**config.mk**
```make
export PLATFORM = sky130hd
export DESIGN_NAME = pid_heater_drive
export DESIGN_NICKNAME = d
export VERILOG_FILES = /design/src/rtl/core/phd_pkg.sv /design/src/rtl/core/pid_heater_drive.sv
export SDC_FILE = /design/constraint.sdc
export NUM_CORES = 2
export LEC_CHECK = 0
export ABC_AREA = 1
export BUFFER_PORTS_ARGS = -buffer_cell sky130_fd_sc_hd__buf_2
export CORE_MARGIN = 4
export CORE_UTILIZATION = 25
export CTS_CLUSTER_SIZE = 20
export DETAILED_ROUTE_END_ITERATION = 10
export PLACE_DENSITY = 0.38
export RECOVER_POWER = 25
export SETUP_SLACK_MARGIN = 0.05
export SYNTH_ARGS = -nofsm -noshare
export SYNTH_HDL_FRONTEND = slang
export SYNTH_SLANG_ARGS = --single-unit
```
**constraint.sdc**
```tcl
create_clock -name aclk -period 13.3 [get_ports aclk]
set_clock_uncertainty 0.1 [all_clocks]
set_input_delay 0 -clock aclk [delete_from_list [all_inputs] [get_ports aclk]]
set_output_delay 0 -clock aclk [all_outputs]
set_load 0.01 [all_outputs]
```
**src/rtl/core/phd_pkg.sv**
```systemverilog
// ----------------------------------------------------------------------------
// phd_pkg: shared definitions for the PID heater drive
// Register map, sequencer states and the fixed constants of the datapath.
// ----------------------------------------------------------------------------
package phd_pkg;

    // Port widths.
    localparam int unsigned IN_W   = 72;
    localparam int unsigned OUT_W  = 16;
    localparam int unsigned ADDR_W = 5;
    localparam int unsigned DATA_W = 32;

    // Step counter and multiplier digit.
    localparam int unsigned CNT_W   = 6;
    localparam int unsigned DIGIT_W = 4;

    // Multiplier operands are at most 24 bits, consumed 4 bits per step.
    localparam logic [CNT_W-1:0] MUL_STEPS = 6'd6;
    // Integral increment quotient is below 2^29; derivative quotient below 2^62.
    localparam logic [CNT_W-1:0] INC_STEPS = 6'd29;
    localparam logic [CNT_W-1:0] DER_STEPS = 6'd62;

    localparam logic [23:0] US_PER_SEC  = 24'd1000000;
    localparam logic [47:0] US_HALF     = 48'd500000;
    localparam logic [11:0] FF_MAX      = 12'd2560;
    localparam logic [24:0] ROUND_HALF  = 25'd32768;
    localparam logic [13:0] DRIVE_HALF  = 14'd256;

    typedef enum logic [2:0] {
        REG_SETPOINT     = 3'd0,
        REG_GAIN_P       = 3'd1,
        REG_GAIN_I       = 3'd2,
        REG_GAIN_D       = 3'd3,
        REG_WINDUP_UPPER = 3'd4,
        REG_WINDUP_LOWER = 3'd5,
        REG_OUTPUT_UPPER = 3'd6,
        REG_OUTPUT_LOWER = 3'd7
    } reg_idx_t;

    typedef enum logic [11:0] {
        ST_IDLE   = 12'b0000_0000_0001,
        ST_MEDT   = 12'b0000_0000_0010,
        ST_DINC   = 12'b0000_0000_0100,
        ST_CLAMPI = 12'b0000_0000_1000,
        ST_MP     = 12'b0000_0001_0000,
        ST_MI     = 12'b0000_0010_0000,
        ST_MGD    = 12'b0000_0100_0000,
        ST_MUS    = 12'b0000_1000_0000,
        ST_DDER   = 12'b0001_0000_0000,
        ST_SAT    = 12'b0010_0000_0000,
        ST_ROUND  = 12'b0100_0000_0000,
        ST_DRIVE  = 12'b1000_0000_0000
    } state_t;

endpackage

```
**src/rtl/core/pid_heater_drive.sv**
```systemverilog
// ----------------------------------------------------------------------------
// pid_heater_drive: PID controller with anti-windup driving a heater level
// One sample in, one drive level out. Integral and previous error are kept
// between samples; gains, setpoint and limits come from an APB register file.
// ----------------------------------------------------------------------------
//
//  Channel   Direction  Beat contents (lowest bits first)
//  --------  ---------  ----------------------------------------------------
//  s_*       in         measured[23:0], feed_forward[47:24], elapsed_us[71:48]
//  m_*       out        drive_level[4:0], pid_term[12:5], zero pad [15:13]
//  APB       in/out     8 registers at byte address 4*index, 32-bit data
//
//  One sample is processed at a time; the derivative division is skipped
//  when elapsed_us is zero. The sample time is set by the shared bit-serial
//  divider (29 steps for the integral increment, 62 for the derivative) and
//  five passes of the shared 4-bit-digit multiplier.
//  Reset is synchronous and active low; it restores the register defaults
//  and clears the integral and the previous error.
//  A stalled result waits in the output register; the next sample can be
//  accepted meanwhile and only its final step waits for the register to free.
//
module pid_heater_drive (
    input  logic                            aclk,
    input  logic                            aresetn,
    // measured[23:0], feed_forward[47:24], elapsed_us[71:48]
    input  logic [phd_pkg::IN_W-1:0]        s_tdata,
    input  logic                            s_tvalid,
    output logic                            s_tready,
    // drive_level[4:0], pid_term[12:5], zero pad [15:13]
    output logic [phd_pkg::OUT_W-1:0]       m_tdata,
    output logic                            m_tvalid,
    input  logic                            m_tready,
    input  logic                            psel,
    input  logic                            penable,
    input  logic                            pwrite,
    input  logic [phd_pkg::ADDR_W-1:0]      paddr,
    input  logic [phd_pkg::DATA_W-1:0]      pwdata,
    output logic [phd_pkg::DATA_W-1:0]      prdata,
    output logic                            pready
);
    import phd_pkg::*;

    // ------------------------------------------------------------------------
    // Configuration registers
    // ------------------------------------------------------------------------
    logic [23:0] setpoint_reg;
    logic [15:0] gain_p_reg;
    logic [15:0] gain_i_reg;
    logic [15:0] gain_d_reg;
    logic [31:0] windup_upper_reg;
    logic [31:0] windup_lower_reg;
    logic [7:0]  output_upper_reg;
    logic [7:0]  output_lower_reg;

    logic     cfg_wr;
    reg_idx_t cfg_idx;

    // ------------------------------------------------------------------------
    // Sequencer, shared multiplier and divider, sample state
    // ------------------------------------------------------------------------
    state_t           state_reg,  state_next;
    logic [CNT_W-1:0] cnt_reg,    cnt_next;

    // Digit-serial multiplier: the multiplier operand is shifted out four bits
    // per cycle while the multiplicand moves left by the same amount.
    logic [63:0] acc_reg,    acc_next;
    logic [63:0] mcand_reg,  mcand_next;
    logic [23:0] mplier_reg, mplier_next;

    // Bit-serial restoring divider: the dividend is shifted out of the top of
    // quo_reg while quotient bits are shifted in at the bottom.
    logic [23:0] rem_reg, rem_next;
    logic [63:0] quo_reg, quo_next;
    logic [23:0] dvs_reg, dvs_next;

    // Per-sample values.
    logic [24:0] err_reg,       err_next;
    logic [23:0] emag_reg,      emag_next;
    logic        eneg_reg,      eneg_next;
    logic [23:0] dt_reg,        dt_next;
    logic [11:0] ffc_reg,       ffc_next;
    logic [24:0] dmag_reg,      dmag_next;
    logic        dneg_reg,      dneg_next;
    logic [33:0] integ_raw_reg, integ_raw_next;
    logic [63:0] sum_reg,       sum_next;
    logic [23:0] sat_reg,       sat_next;
    logic [7:0]  pid_reg,       pid_next;

    // Controller state kept between samples.
    logic [31:0] integ_reg,    integ_next;
    logic [24:0] prev_err_reg, prev_err_next;

    // Output register.
    logic        m_tvalid_reg, m_tvalid_next;
    logic [4:0]  drive_out_reg, drive_out_next;
    logic [7:0]  pid_out_reg,   pid_out_next;

    // ------------------------------------------------------------------------
    // Combinational helpers
    // ------------------------------------------------------------------------
    logic [23:0] meas_in;
    logic [23:0] ff_in;
    logic [23:0] dt_in;
    logic [24:0] err_in;
    logic [24:0] err_in_neg;
    logic [23:0] emag_in;
    logic [11:0] ffc_in;

    logic [63:0] mul_pp;
    logic [25:0] div_trial;
    logic        div_q;

    logic [47:0] inc_div;
    logic [33:0] inc_ext;
    logic [33:0] integ_ext;
    logic [33:0] integ_sum;
    logic [33:0] wu_ext;
    logic [33:0] wl_ext;
    logic [31:0] integ_clamp;

    logic [25:0] diff;
    logic [25:0] diff_neg;
    logic [24:0] dmag_in;
    logic [31:0] imag;

    logic [63:0] sum_term;
    logic        sum_term_neg;
    logic [63:0] sum_acc;
    logic [61:0] der_div;

    logic [63:0] ou_ext;
    logic [63:0] ol_ext;
    logic [23:0] sat_in;

    logic [23:0] sat_neg;
    logic [23:0] smag;
    logic [24:0] rnd;
    logic [8:0]  rq;
    logic [8:0]  rq_neg;
    logic [7:0]  pid_in;

    logic [16:0] total;
    logic [11:0] tc;
    logic [13:0] drv;
    logic        out_free;

    assign meas_in = s_tdata[23:0];
    assign ff_in   = s_tdata[47:24];
    assign dt_in   = s_tdata[71:48];

    // Error against the setpoint, kept in sign and magnitude for the multiplier.
    assign err_in     = {setpoint_reg[23], setpoint_reg} - {meas_in[23], meas_in};
    assign err_in_neg = 25'd0 - err_in;
    assign emag_in    = err_in[24] ? err_in_neg[23:0] : err_in[23:0];

    // Feed-forward limited to 0..10 units at acceptance.
    always_comb begin
        priority if (ff_in[23]) begin
            ffc_in = 12'd0;
        end else if (ff_in > {12'd0, FF_MAX}) begin
            ffc_in = FF_MAX;
        end else begin
            ffc_in = ff_in[11:0];
        end
    end

    assign mul_pp    = mcand_reg * {{(64-DIGIT_W){1'b0}}, mplier_reg[DIGIT_W-1:0]};
    assign div_trial = {1'b0, rem_reg, quo_reg[63]} - {2'b00, dvs_reg};
    assign div_q     = ~div_trial[25];

    // Integral increment: |e| * dt rounded over one million, sign restored.
    assign inc_div   = acc_reg[47:0] + US_HALF;
    assign inc_ext   = {5'd0, quo_reg[28:0]};
    assign integ_ext = {{2{integ_reg[31]}}, integ_reg};
    assign integ_sum = eneg_reg ? (integ_ext - inc_ext) : (integ_ext + inc_ext);
    assign wu_ext    = {{2{windup_upper_reg[31]}}, windup_upper_reg};
    assign wl_ext    = {{2{windup_lower_reg[31]}}, windup_lower_reg};

    // The upper limit wins when the limits cross and the value is outside both.
    always_comb begin
        priority if ($signed(integ_raw_reg) > $signed(wu_ext)) begin
            integ_clamp = windup_upper_reg;
        end else if ($signed(integ_raw_reg) < $signed(wl_ext)) begin
            integ_clamp = windup_lower_reg;
        end else begin
            integ_clamp = integ_raw_reg[31:0];
        end
    end

    assign diff     = {err_reg[24], err_reg} - {prev_err_reg[24], prev_err_reg};
    assign diff_neg = 26'd0 - diff;
    assign dmag_in  = diff[25] ? diff_neg[24:0] : diff[24:0];
    assign imag     = integ_reg[31] ? (32'd0 - integ_reg) : integ_reg;

    // One add/subtract serves the integral and derivative terms.
    assign sum_term     = (state_reg == ST_DDER) ? quo_reg : acc_reg;
    assign sum_term_neg = (state_reg == ST_DDER) ? dneg_reg : integ_reg[31];
    assign sum_acc      = sum_term_neg ? (sum_reg - sum_term) : (sum_reg + sum_term);

    assign der_div = acc_reg[61:0] + {39'd0, dt_reg[23:1]};

    assign ou_ext = {{40{output_upper_reg[7]}}, output_upper_reg, 16'd0};
    assign ol_ext = {{40{output_lower_reg[7]}}, output_lower_reg, 16'd0};

    always_comb begin
        priority if ($signed(sum_reg) > $signed(ou_ext)) begin
            sat_in = {output_upper_reg, 16'd0};
        end else if ($signed(sum_reg) < $signed(ol_ext)) begin
            sat_in = {output_lower_reg, 16'd0};
        end else begin
            sat_in = sum_reg[23:0];
        end
    end

    // Round the limited sum to whole units, halves away from zero.
    assign sat_neg = 24'd0 - sat_reg;
    assign smag    = sat_reg[23] ? sat_neg : sat_reg;
    assign rnd     = {1'b0, smag} + ROUND_HALF;
    assign rq      = rnd[24:16];
    assign rq_neg  = 9'd0 - rq;
    assign pid_in  = sat_reg[23] ? rq_neg[7:0] : rq[7:0];

    // Total in Q.8, limited to 0..10 units, then scaled by 5/512 and rounded.
    assign total = {pid_reg[7], pid_reg, 8'd0} + {5'd0, ffc_reg};

    always_comb begin
        priority if (total[16]) begin
            tc = 12'd0;
        end else if (total > {5'd0, FF_MAX}) begin
            tc = FF_MAX;
        end else begin
            tc = total[11:0];
        end
    end

    assign drv      = {tc, 2'b00} + {2'b00, tc} + DRIVE_HALF;
    assign out_free = ~m_tvalid_reg | m_tready;

    // ------------------------------------------------------------------------
    // Sequencer and datapath next state
    // ------------------------------------------------------------------------
    always_comb begin
        state_next     = state_reg;
        cnt_next       = cnt_reg;
        acc_next       = acc_reg;
        mcand_next     = mcand_reg;
        mplier_next    = mplier_reg;
        rem_next       = rem_reg;
        quo_next       = quo_reg;
        dvs_next       = dvs_reg;
        err_next       = err_reg;
        emag_next      = emag_reg;
        eneg_next      = eneg_reg;
        dt_next        = dt_reg;
        ffc_next       = ffc_reg;
        dmag_next      = dmag_reg;
        dneg_next      = dneg_reg;
        integ_raw_next = integ_raw_reg;
        sum_next       = sum_reg;
        sat_next       = sat_reg;
        pid_next       = pid_reg;
        integ_next     = integ_reg;
        prev_err_next  = prev_err_reg;
        drive_out_next = drive_out_reg;
        pid_out_next   = pid_out_reg;
        m_tvalid_next  = m_tvalid_reg & ~m_tready;

        // While the counter runs, the active unit takes one step per cycle.
        if (cnt_reg != '0) begin
            cnt_next = cnt_reg - 1'b1;
            if (state_reg == ST_DINC || state_reg == ST_DDER) begin
                rem_next = div_q ? div_trial[23:0] : {rem_reg[22:0], quo_reg[63]};
                quo_next = {quo_reg[62:0], div_q};
            end else begin
                acc_next    = acc_reg + mul_pp;
                mcand_next  = {mcand_reg[63-DIGIT_W:0], {DIGIT_W{1'b0}}};
                mplier_next = {{DIGIT_W{1'b0}}, mplier_reg[23:DIGIT_W]};
            end
        end else begin
            unique case (state_reg)
                ST_IDLE: begin
                    if (s_tvalid) begin
                        err_next    = err_in;
                        emag_next   = emag_in;
                        eneg_next   = err_in[24];
                        dt_next     = dt_in;
                        ffc_next    = ffc_in;
                        acc_next    = '0;
                        mcand_next  = {40'd0, emag_in};
                        mplier_next = dt_in;
                        cnt_next    = MUL_STEPS;
                        state_next  = ST_MEDT;
                    end
                end
                ST_MEDT: begin
                    // The quotient is below 2^29, so the top 19 dividend bits
                    // start as the remainder (always below one million).
                    rem_next   = {5'd0, inc_div[47:29]};
                    quo_next   = {inc_div[28:0], 35'd0};
                    dvs_next   = US_PER_SEC;
                    cnt_next   = INC_STEPS;
                    state_next = ST_DINC;
                end
                ST_DINC: begin
                    integ_raw_next = integ_sum;
                    state_next     = ST_CLAMPI;
                end
                ST_CLAMPI: begin
                    integ_next    = integ_clamp;
                    dmag_next     = dmag_in;
                    dneg_next     = diff[25];
                    prev_err_next = err_reg;
                    acc_next      = '0;
                    mcand_next    = {40'd0, emag_reg};
                    mplier_next   = {8'd0, gain_p_reg};
                    cnt_next      = MUL_STEPS;
                    state_next    = ST_MP;
                end
                ST_MP: begin
                    sum_next    = eneg_reg ? (64'd0 - acc_reg) : acc_reg;
                    acc_next    = '0;
                    mcand_next  = {32'd0, imag};
                    mplier_next = {8'd0, gain_i_reg};
                    cnt_next    = MUL_STEPS;
                    state_next  = ST_MI;
                end
                ST_MI: begin
                    sum_next    = sum_acc;
                    acc_next    = '0;
                    mcand_next  = {39'd0, dmag_reg};
                    mplier_next = {8'd0, gain_d_reg};
                    cnt_next    = MUL_STEPS;
                    state_next  = ST_MGD;
                end
                ST_MGD: begin
                    acc_next    = '0;
                    mcand_next  = acc_reg;
                    mplier_next = US_PER_SEC;
                    cnt_next    = MUL_STEPS;
                    state_next  = ST_MUS;
                end
                ST_MUS: begin
                    // No elapsed time means no derivative contribution.
                    if (dt_reg == '0) begin
                        state_next = ST_SAT;
                    end else begin
                        rem_next   = '0;
                        quo_next   = {der_div, 2'b00};
                        dvs_next   = dt_reg;
                        cnt_next   = DER_STEPS;
                        state_next = ST_DDER;
                    end
                end
                ST_DDER: begin
                    sum_next   = sum_acc;
                    state_next = ST_SAT;
                end
                ST_SAT: begin
                    sat_next   = sat_in;
                    state_next = ST_ROUND;
                end
                ST_ROUND: begin
                    pid_next   = pid_in;
                    state_next = ST_DRIVE;
                end
                ST_DRIVE: begin
                    if (out_free) begin
                        drive_out_next = drv[13:9];
                        pid_out_next   = pid_reg;
                        m_tvalid_next  = 1'b1;
                        state_next     = ST_IDLE;
                    end
                end
                default: begin
                    state_next = ST_IDLE;
                end
            endcase
        end
    end

    // ------------------------------------------------------------------------
    // APB register file
    // ------------------------------------------------------------------------
    assign pready  = 1'b1;
    assign cfg_wr  = psel & penable & pwrite;
    assign cfg_idx = reg_idx_t'(paddr[4:2]);

    always_comb begin
        unique case (cfg_idx)
            REG_SETPOINT:     prdata = {{8{setpoint_reg[23]}}, setpoint_reg};
            REG_GAIN_P:       prdata = {16'd0, gain_p_reg};
            REG_GAIN_I:       prdata = {16'd0, gain_i_reg};
            REG_GAIN_D:       prdata = {16'd0, gain_d_reg};
            REG_WINDUP_UPPER: prdata = windup_upper_reg;
            REG_WINDUP_LOWER: prdata = windup_lower_reg;
            REG_OUTPUT_UPPER: prdata = {{24{output_upper_reg[7]}}, output_upper_reg};
            REG_OUTPUT_LOWER: prdata = {{24{output_lower_reg[7]}}, output_lower_reg};
            default:          prdata = '0;
        endcase
    end

    // ------------------------------------------------------------------------
    // Registers cleared by reset
    // ------------------------------------------------------------------------
    always_ff @(posedge aclk) begin
        if (!aresetn) begin
            state_reg        <= ST_IDLE;
            cnt_reg          <= '0;
            m_tvalid_reg     <= 1'b0;
            integ_reg        <= '0;
            prev_err_reg     <= '0;
            setpoint_reg     <= '0;
            gain_p_reg       <= '0;
            gain_i_reg       <= '0;
            gain_d_reg       <= '0;
            windup_upper_reg <= '0;
            windup_lower_reg <= '0;
            output_upper_reg <= 8'sd10;
            output_lower_reg <= '0;
        end else begin
            state_reg    <= state_next;
            cnt_reg      <= cnt_next;
            m_tvalid_reg <= m_tvalid_next;
            integ_reg    <= integ_next;
            prev_err_reg <= prev_err_next;
            if (cfg_wr) begin
                unique case (cfg_idx)
                    REG_SETPOINT:     setpoint_reg     <= pwdata[23:0];
                    REG_GAIN_P:       gain_p_reg       <= pwdata[15:0];
                    REG_GAIN_I:       gain_i_reg       <= pwdata[15:0];
                    REG_GAIN_D:       gain_d_reg       <= pwdata[15:0];
                    REG_WINDUP_UPPER: windup_upper_reg <= pwdata;
                    REG_WINDUP_LOWER: windup_lower_reg <= pwdata;
                    REG_OUTPUT_UPPER: output_upper_reg <= pwdata[7:0];
                    REG_OUTPUT_LOWER: output_lower_reg <= pwdata[7:0];
                    default: begin
                    end
                endcase
            end
        end
    end

    // ------------------------------------------------------------------------
    // Datapath registers (no reset needed)
    // ------------------------------------------------------------------------
    always_ff @(posedge aclk) begin
        acc_reg       <= acc_next;
        mcand_reg     <= mcand_next;
        mplier_reg    <= mplier_next;
        rem_reg       <= rem_next;
        quo_reg       <= quo_next;
        dvs_reg       <= dvs_next;
        err_reg       <= err_next;
        emag_reg      <= emag_next;
        eneg_reg      <= eneg_next;
        dt_reg        <= dt_next;
        ffc_reg       <= ffc_next;
        dmag_reg      <= dmag_next;
        dneg_reg      <= dneg_next;
        integ_raw_reg <= integ_raw_next;
        sum_reg       <= sum_next;
        sat_reg       <= sat_next;
        pid_reg       <= pid_next;
        drive_out_reg <= drive_out_next;
        pid_out_reg   <= pid_out_next;
    end

    assign s_tready = (state_reg == ST_IDLE) && (cnt_reg == '0);
    assign m_tvalid = m_tvalid_reg;
    assign m_tdata  = {3'd0, pid_out_reg, drive_out_reg};

    // ------------------------------------------------------------------------
    // Assertions
    // ------------------------------------------------------------------------
`ifndef NO_ASSERTIONS
    // One sample at a time: the input is closed in the cycle after a beat is accepted.
    a_one_in_flight: assert property (@(posedge aclk) disable iff (!aresetn)
        s_tvalid && s_tready |=> !s_tready)
        else $error("input accepted while a sample was in flight");

    // The divider remainder never reaches the divisor.
    a_div_rem: assert property (@(posedge aclk) disable iff (!aresetn)
        (state_reg == ST_DINC || state_reg == ST_DDER) |-> (rem_reg < dvs_reg))
        else $error("divider remainder out of range");

    // The limited PID sum never exceeds the largest output limit.
    a_sat_range: assert property (@(posedge aclk) disable iff (!aresetn)
        (state_reg == ST_ROUND) |-> ($signed(sat_reg) <= $signed(24'h7F0000)))
        else $error("limited PID sum out of range");

    // A result appears only from the final step of the sequence.
    a_out_source: assert property (@(posedge aclk) disable iff (!aresetn)
        $rose(m_tvalid) |-> $past(state_reg == ST_DRIVE))
        else $error("result raised outside the drive step");
`endif

endmodule
```
# Word-level counts from Yosys, hierarchy flattened
# Index checks and enable logic that the tools add are counted.
word_totals:
  regBits: 747
  input_bits: 116
  out_inout_bits: 51
  wordCells: 186
op_classes:
  add_sub_neg: 21
  n_mul: 1
  order_cmp: 6
  n_eq_ne: 26
  mux: 53
  bitwise_logic: 8
  n_reduce_logical: 37
ops:
  columns: ["cell", "n"]
  rows:
  - ["64-bit two-way mux", 12]
  - ["64-bit one-hot mux with 2 select lines", 3]
  - ["64-bit one-hot mux with 5 select lines", 1]
  - ["24-bit two-way mux", 12]
  - ["32-bit one-hot mux with 8 select lines", 1]
  - ["12-bit one-hot mux with 12 select lines", 1]
  - ["64-bit adder", 2]
  - ["24-bit one-hot mux with 5 select lines", 1]
  - ["32-bit two-way mux", 3]
  - ["24-bit one-hot mux with 2 select lines", 2]
  - ["64-bit by 24-bit greater-than comparator with 1-bit output", 1]
  - ["64-bit by 24-bit less-than comparator with 1-bit output", 1]
  - ["64-bit by 4-bit multiplier with 64-bit output", 1]
  - ["1-bit by 64-bit subtractor with 64-bit output (first input constant)", 1]
  - ["64-bit subtractor", 1]
  - ["62-bit by 23-bit adder with 62-bit output", 1]
  - ["12-bit two-way mux", 5]
  - ["48-bit by 19-bit adder with 48-bit output (second input constant)", 1]
  - ["1-bit by 24-bit subtractor with 24-bit output (first input constant)", 2]
  - ["34-bit by 32-bit greater-than comparator with 1-bit output", 1]
  - ["34-bit by 32-bit less-than comparator with 1-bit output", 1]
  - ["34-bit two-way mux", 1]
  - ["32-bit by 30-bit adder with 33-bit output", 1]
  - ["32-bit by 30-bit subtractor with 33-bit output", 1]
  - ["other kinds (53)", 95]

# Longest topological paths before layout
logic_depth:
  ltp_word: 6
  depth_mapped: 35
  depth_no_buf: 33

# Worst setup path before layout
# OpenSTA, ideal clock, no wires.
synth_timing:
  kind: "register to register"
  start: "register cnt_reg[0]"
  end: "register mcand_reg[0] (enable)"
  setup_ns: 0.674
  arrival_ns: 8.474
  t_required_ns: 12.526
  setup_slack_ns: 4.052
  path_stages_with_launch: 13
  n_path_buf: 2
  synth_period_minus_slack_ns: 9.248
  path_cell_list: "dfxtp_1 -> inv_1 -> ha_1 -> inv_1 -> nor3_1 -> inv_1 -> nor2_1 -> inv_1 -> nor2_1 -> clkinv_1 -> clkbuf_1 -> clkbuf_1 -> a221oi_1"
synth_between:
  elab_chain_len: 3
  word_cells_on_any_way: 5
  cone_classes: "2 x eq/ne; 3 x reduce/logical"
synth_rtl:
  columns: ["element", "line", "source"]
  rows:
  - ["start, declared", "pid_heater_drive.sv:62", "logic [CNT_W-1:0] cnt_reg, cnt_next;"]
  - ["start signal, assigned", "pid_heater_drive.sv:422", "cnt_reg <= cnt_next;"]
  - ["6-bit nonzero test *", "pid_heater_drive.sv:269", "if (cnt_reg != '0) begin"]
  - ["6-bit nonzero test (no line), or another cell as far along", null, null]
  - ["3-bit AND reduction (no line) *", null, null]
  - ["end signal, assigned", "pid_heater_drive.sv:448", "mcand_reg <= mcand_next;"]
  - ["end, declared", "pid_heater_drive.sv:67", "logic [63:0] mcand_reg, mcand_next;"]
# Mark *: on every way between the ends. The rest lies on a longest branch, timed or not.
# A chain may end at the register's enable or synchronous reset.

# Worst setup path in the final report
layout_timing:
  start: "register cnt_reg[0]"
  end: "register integ_reg[5]"
layout_between:
  elab_chain_len: 3
layout_rtl:
  columns: ["element", "line", "source"]
  rows:
  - ["6-bit nonzero test", "pid_heater_drive.sv:269", null]
  - ["1-bit NOT (no line)", null, null]
  - ["2-bit AND reduction (no line)", null, null]
  - ["end signal, assigned", "pid_heater_drive.sv:424", "integ_reg <= integ_next;"]
  - ["end, declared", "pid_heater_drive.sv:90", "logic [31:0] integ_reg, integ_next;"]
# Every way passes these cells.

==> impl_results.md <==
- Initial Utilization: 25.1%
- CORE AREA: 265000 sq um
- Count leader, synth: nand2_1
- Drt first pass iters: 6
- Crit path largest cell delay: 2.66 ns
- IO buf count: 160
- Comb power frac: ~70%
- Reg-to-Reg Start: cnt_reg[0]
- Tmin final: ~7.6 ns
- Flop pwr share: roughly 17%
- Final hold violation count: 0
- Crit-path most repeated cell: inv_1
- Worst slew pin tran: around 3.6 ns
- Synth top area cells: edfxtp_1 (23%), nand2_1 (11%), inv_1 (8.6%)
- Vias in the first global route: ~65k
- Setup WS post-layout: approximately 5.7 ns
- Layout net count: about 10k
- Critical path cell sequence: inv_1 > ha_1 > inv_1 > nor3_1 > inv_1 > nor2_1 > inv_1 > nor2_1 > clkinvlp_2 > nor2_4 > buf_4 > o21ai_0 > inv_1 > a21oi_1
- Hold path depth: 5
- Worst Hold Launch: s_tdata[12]
- Synth Flop Type: edfxtp_1
- Critical Path Fanout Max: between 70 and 80
- Critical Path AT: just over 8 ns
- Die extent in x: 525 um
- P per Cell Area: about 290 nW/um^2
- Overflow after GRT: 0
- DR vias: 66.2k
- Synth cell count leaders: nand2_1 (1973), inv_1 (1530), nor2_1 (987)
- Final instance area: roughly 77000 sq um
- Syn_area_per_cell: 7.05 sq um
- Post-CTS Setup Inserts: 0
- Syn Inst Count: 9458
- DP Worst Slack: between 6 and 7 ns
- Wire per inst: 23.2 um
- Worst Reg-to-Reg Cells: 14
- Antenna viol nets, final: 0
- Critical Path End Type: flip-flop
- F_max: ~130 MHz
- Startpoint types: flip-flop
- H-tree depth: 3
- Cells after DPL: between 10k and 15k
- Sequential fraction of the synthesis area: a little under a third
- Clock Root Buffer: clkbuf_16
- Slew HR: -139%
- Worst R2R End: integ_reg[5]
- VDD IR max: 0.230 mV
- Die Y: roughly 520 um
- CTS Buf Count: slightly below 100
- Area leader, netlist: edfxtp_1
- Critical path class: flip-flop to flip-flop
- Gr usage total: 21.8%
- Hold Path End: err_reg[12]
- Sw Pwr: 13.0 mW
- Clk slew on worst S/H paths: ~0.060 ns
- Final Power: roughly 23 mW
- Buf+Inv Stages, Crit Path: 7
- Placed cell area: 71800 sq um
- Crit share post-route: 57.0%
- Status: complete, but fails checks
- Slew Limit Fails: 476
- Critical Path Start: cnt_reg[0]
- CTS tree: done
- Worst path required time: between 10 and 15 ns
- RSZ-0062 raised after global routing: false
- Clock latency on the worst-skew pair: around 0.76 ns
- Longest Clk Path Bufs: 3
- Fraction of layout cells with a size suffix above 1: about 5%
- Final WL: about 310 mm
- Residual DRC: 0
- Yosys cell types: 67
- Sink Count: about 740
- Worst R2R Setup Slack: about 5.7 ns
- Slowest CP cell: clkinvlp_2
- Clk pwr share: 12.8%
- Failing checks: capacitance limit, slew limit
- Critical path depth: 14
- Async set-reset flop share out of synthesis: 0%
- Layout area overhead: 15.1%
- Iteration-0 DRC Markers: around 5.8k
- Internal power: 9.66 mW
- # Max-Cap Violations: 8
- Io pins: between 150 and 200
- YS warnings: 0
- Rows: 189
- Post-synth EDFFs: 516
- Routability congestion estimate: roughly 0.92
- Setup Viol. Count Final: 0
- Die area: around 280000 sq um
- Largest net degree at the start of global routing: 86
- Initial antenna violation count: 23
- Post-synth top area share: 23.2%
- First-pass GRT wire length: 448 mm
- Vias per cell: 4.96
- Hold Crit Class: input port to flip-flop
- FF+latch count, synth: ~740
- Crit-path leading delay family: buffers and inverters
- Leak: about 34 nW
- Final TNS setup: 0 ns
- Dpl hpwl: approximately 250 mm
- Switch share: 57.3%
- Mapped cell area: ~67000 sq um
- Final cell count without fillers: about 13k
==> what timing repair did <==
item                                    4_1_cts  5_1_grt
hold endpoints to repair                    290        0
hold buffers                                161        0
gates resized for setup                       0        0
endpoints found under the setup margin        0        0
==> worst max path at each step <==
| stage | to | slack (ns) |
|---|---|---|
| floorplan | mcand_reg[0] | 4.05 |
| global placement | sum_reg[56] | 6.19 |
| detailed placement | sum_reg[56] | 6.18 |
| CTS | sum_reg[56] | 6.16 |
| global route | integ_reg[26] | 4.96 |
| finish | integ_reg[5] | 5.72 |
==> kinds of logic (layout without fill, tap and decap cells) <==
| family | Yosys count | count (layout) | share of synthesized area (%) |
|---|---|---|---|
| AOI/OAI and AO/OA | 2095 | 2095 | 17.5 |
| DFF | 744 | 744 | 30.1 |
| xor gates and xnor gates | 282 | 282 | 3.70 |
| adders and majority gates | 637 | 637 | 14.1 |
| and+or+nand+nor | 3860 | 3860 | 24.1 |
| other | 2 | 11 | 0.0113 |
| buffers and inverters | 1838 | 2185 | 10.5 |
==> final cells by class <==
class / instances / area [sq um]
Clock buffer: 126 / 2680
Fill cell: 29300 / 189000
Sequential cell: 744 / 20100
Tap cell: 3533 / 4420
Antenna cell: 7 / 17.5
Multi-Input combinational cell: 6878 / 39700
Inverter: 1551 / 5830
Clock inverter: 61 / 754
Timing Repair Buffer: 447 / 3250
==> power groups by stage <==
stage	registers, mW	logic [mW]	clock network (mW)
2_1_floorplan	3.85	9.68	0
3_3_place_gp	3.95	15.6	0
3_5_place_dp	3.95	15.6	0
4_1_cts	3.91	15.7	2.99
5_1_grt	3.94	17.5	3.07
6_report	3.91	15.8	2.91
==> worst register-to-register path, cell delays in order (launching register included) <==
cell and delay [ns]:
dfxtp_1 0.32, inv_1 0.09, ha_1 0.19, inv_1 0.05, nor3_1 0.22, inv_1 0.10, nor2_1 0.12, inv_1 0.05
nor2_1 0.15, clkinvlp_2 2.66, nor2_4 2.24, buf_4 0.71, o21ai_0 0.31, inv_1 0.10, a21oi_1 0.06
==> through the flow <==
stage / utilization (%) / hold slack (ns)
6_report: 28.9 / 0.0484
5_1_grt: 28.9 / 0.0633
4_1_cts: 29.0 / 0.00119
3_5_place_dp: 27.1 / 0.0985
3_3_place_gp: 27.1 / 0.0968
2_1_floorplan: - / -0.00113
==> cell usage in the layout, fill, tap and decap left out, types with 124 or more instances in the layout <==
cell type / instances
dlygate4sd3_1: 161
nor3_1: 140
o21ai_0: 809
a21oi_1: 777
edfxtp_1: 516
nand3_1: 461
buf_2: 124
dfxtp_1: 228
xor2_1: 217
fa_1: 189
nor2_1: 982
nand4_1: 129
inv_1: 1524
ha_1: 448
nand2_1: 1971
==> layer usage <==
layer	track usage [%]	vias up	wire (um)
met3	2.50	312	17100
met4	5.62	0	8090
li1	-	32000	-
met1	31.3	32000	147000
met2	34.5	1858	137000
met5	0	-	0
Note: power is estimated with default switching activity, not from simulation.
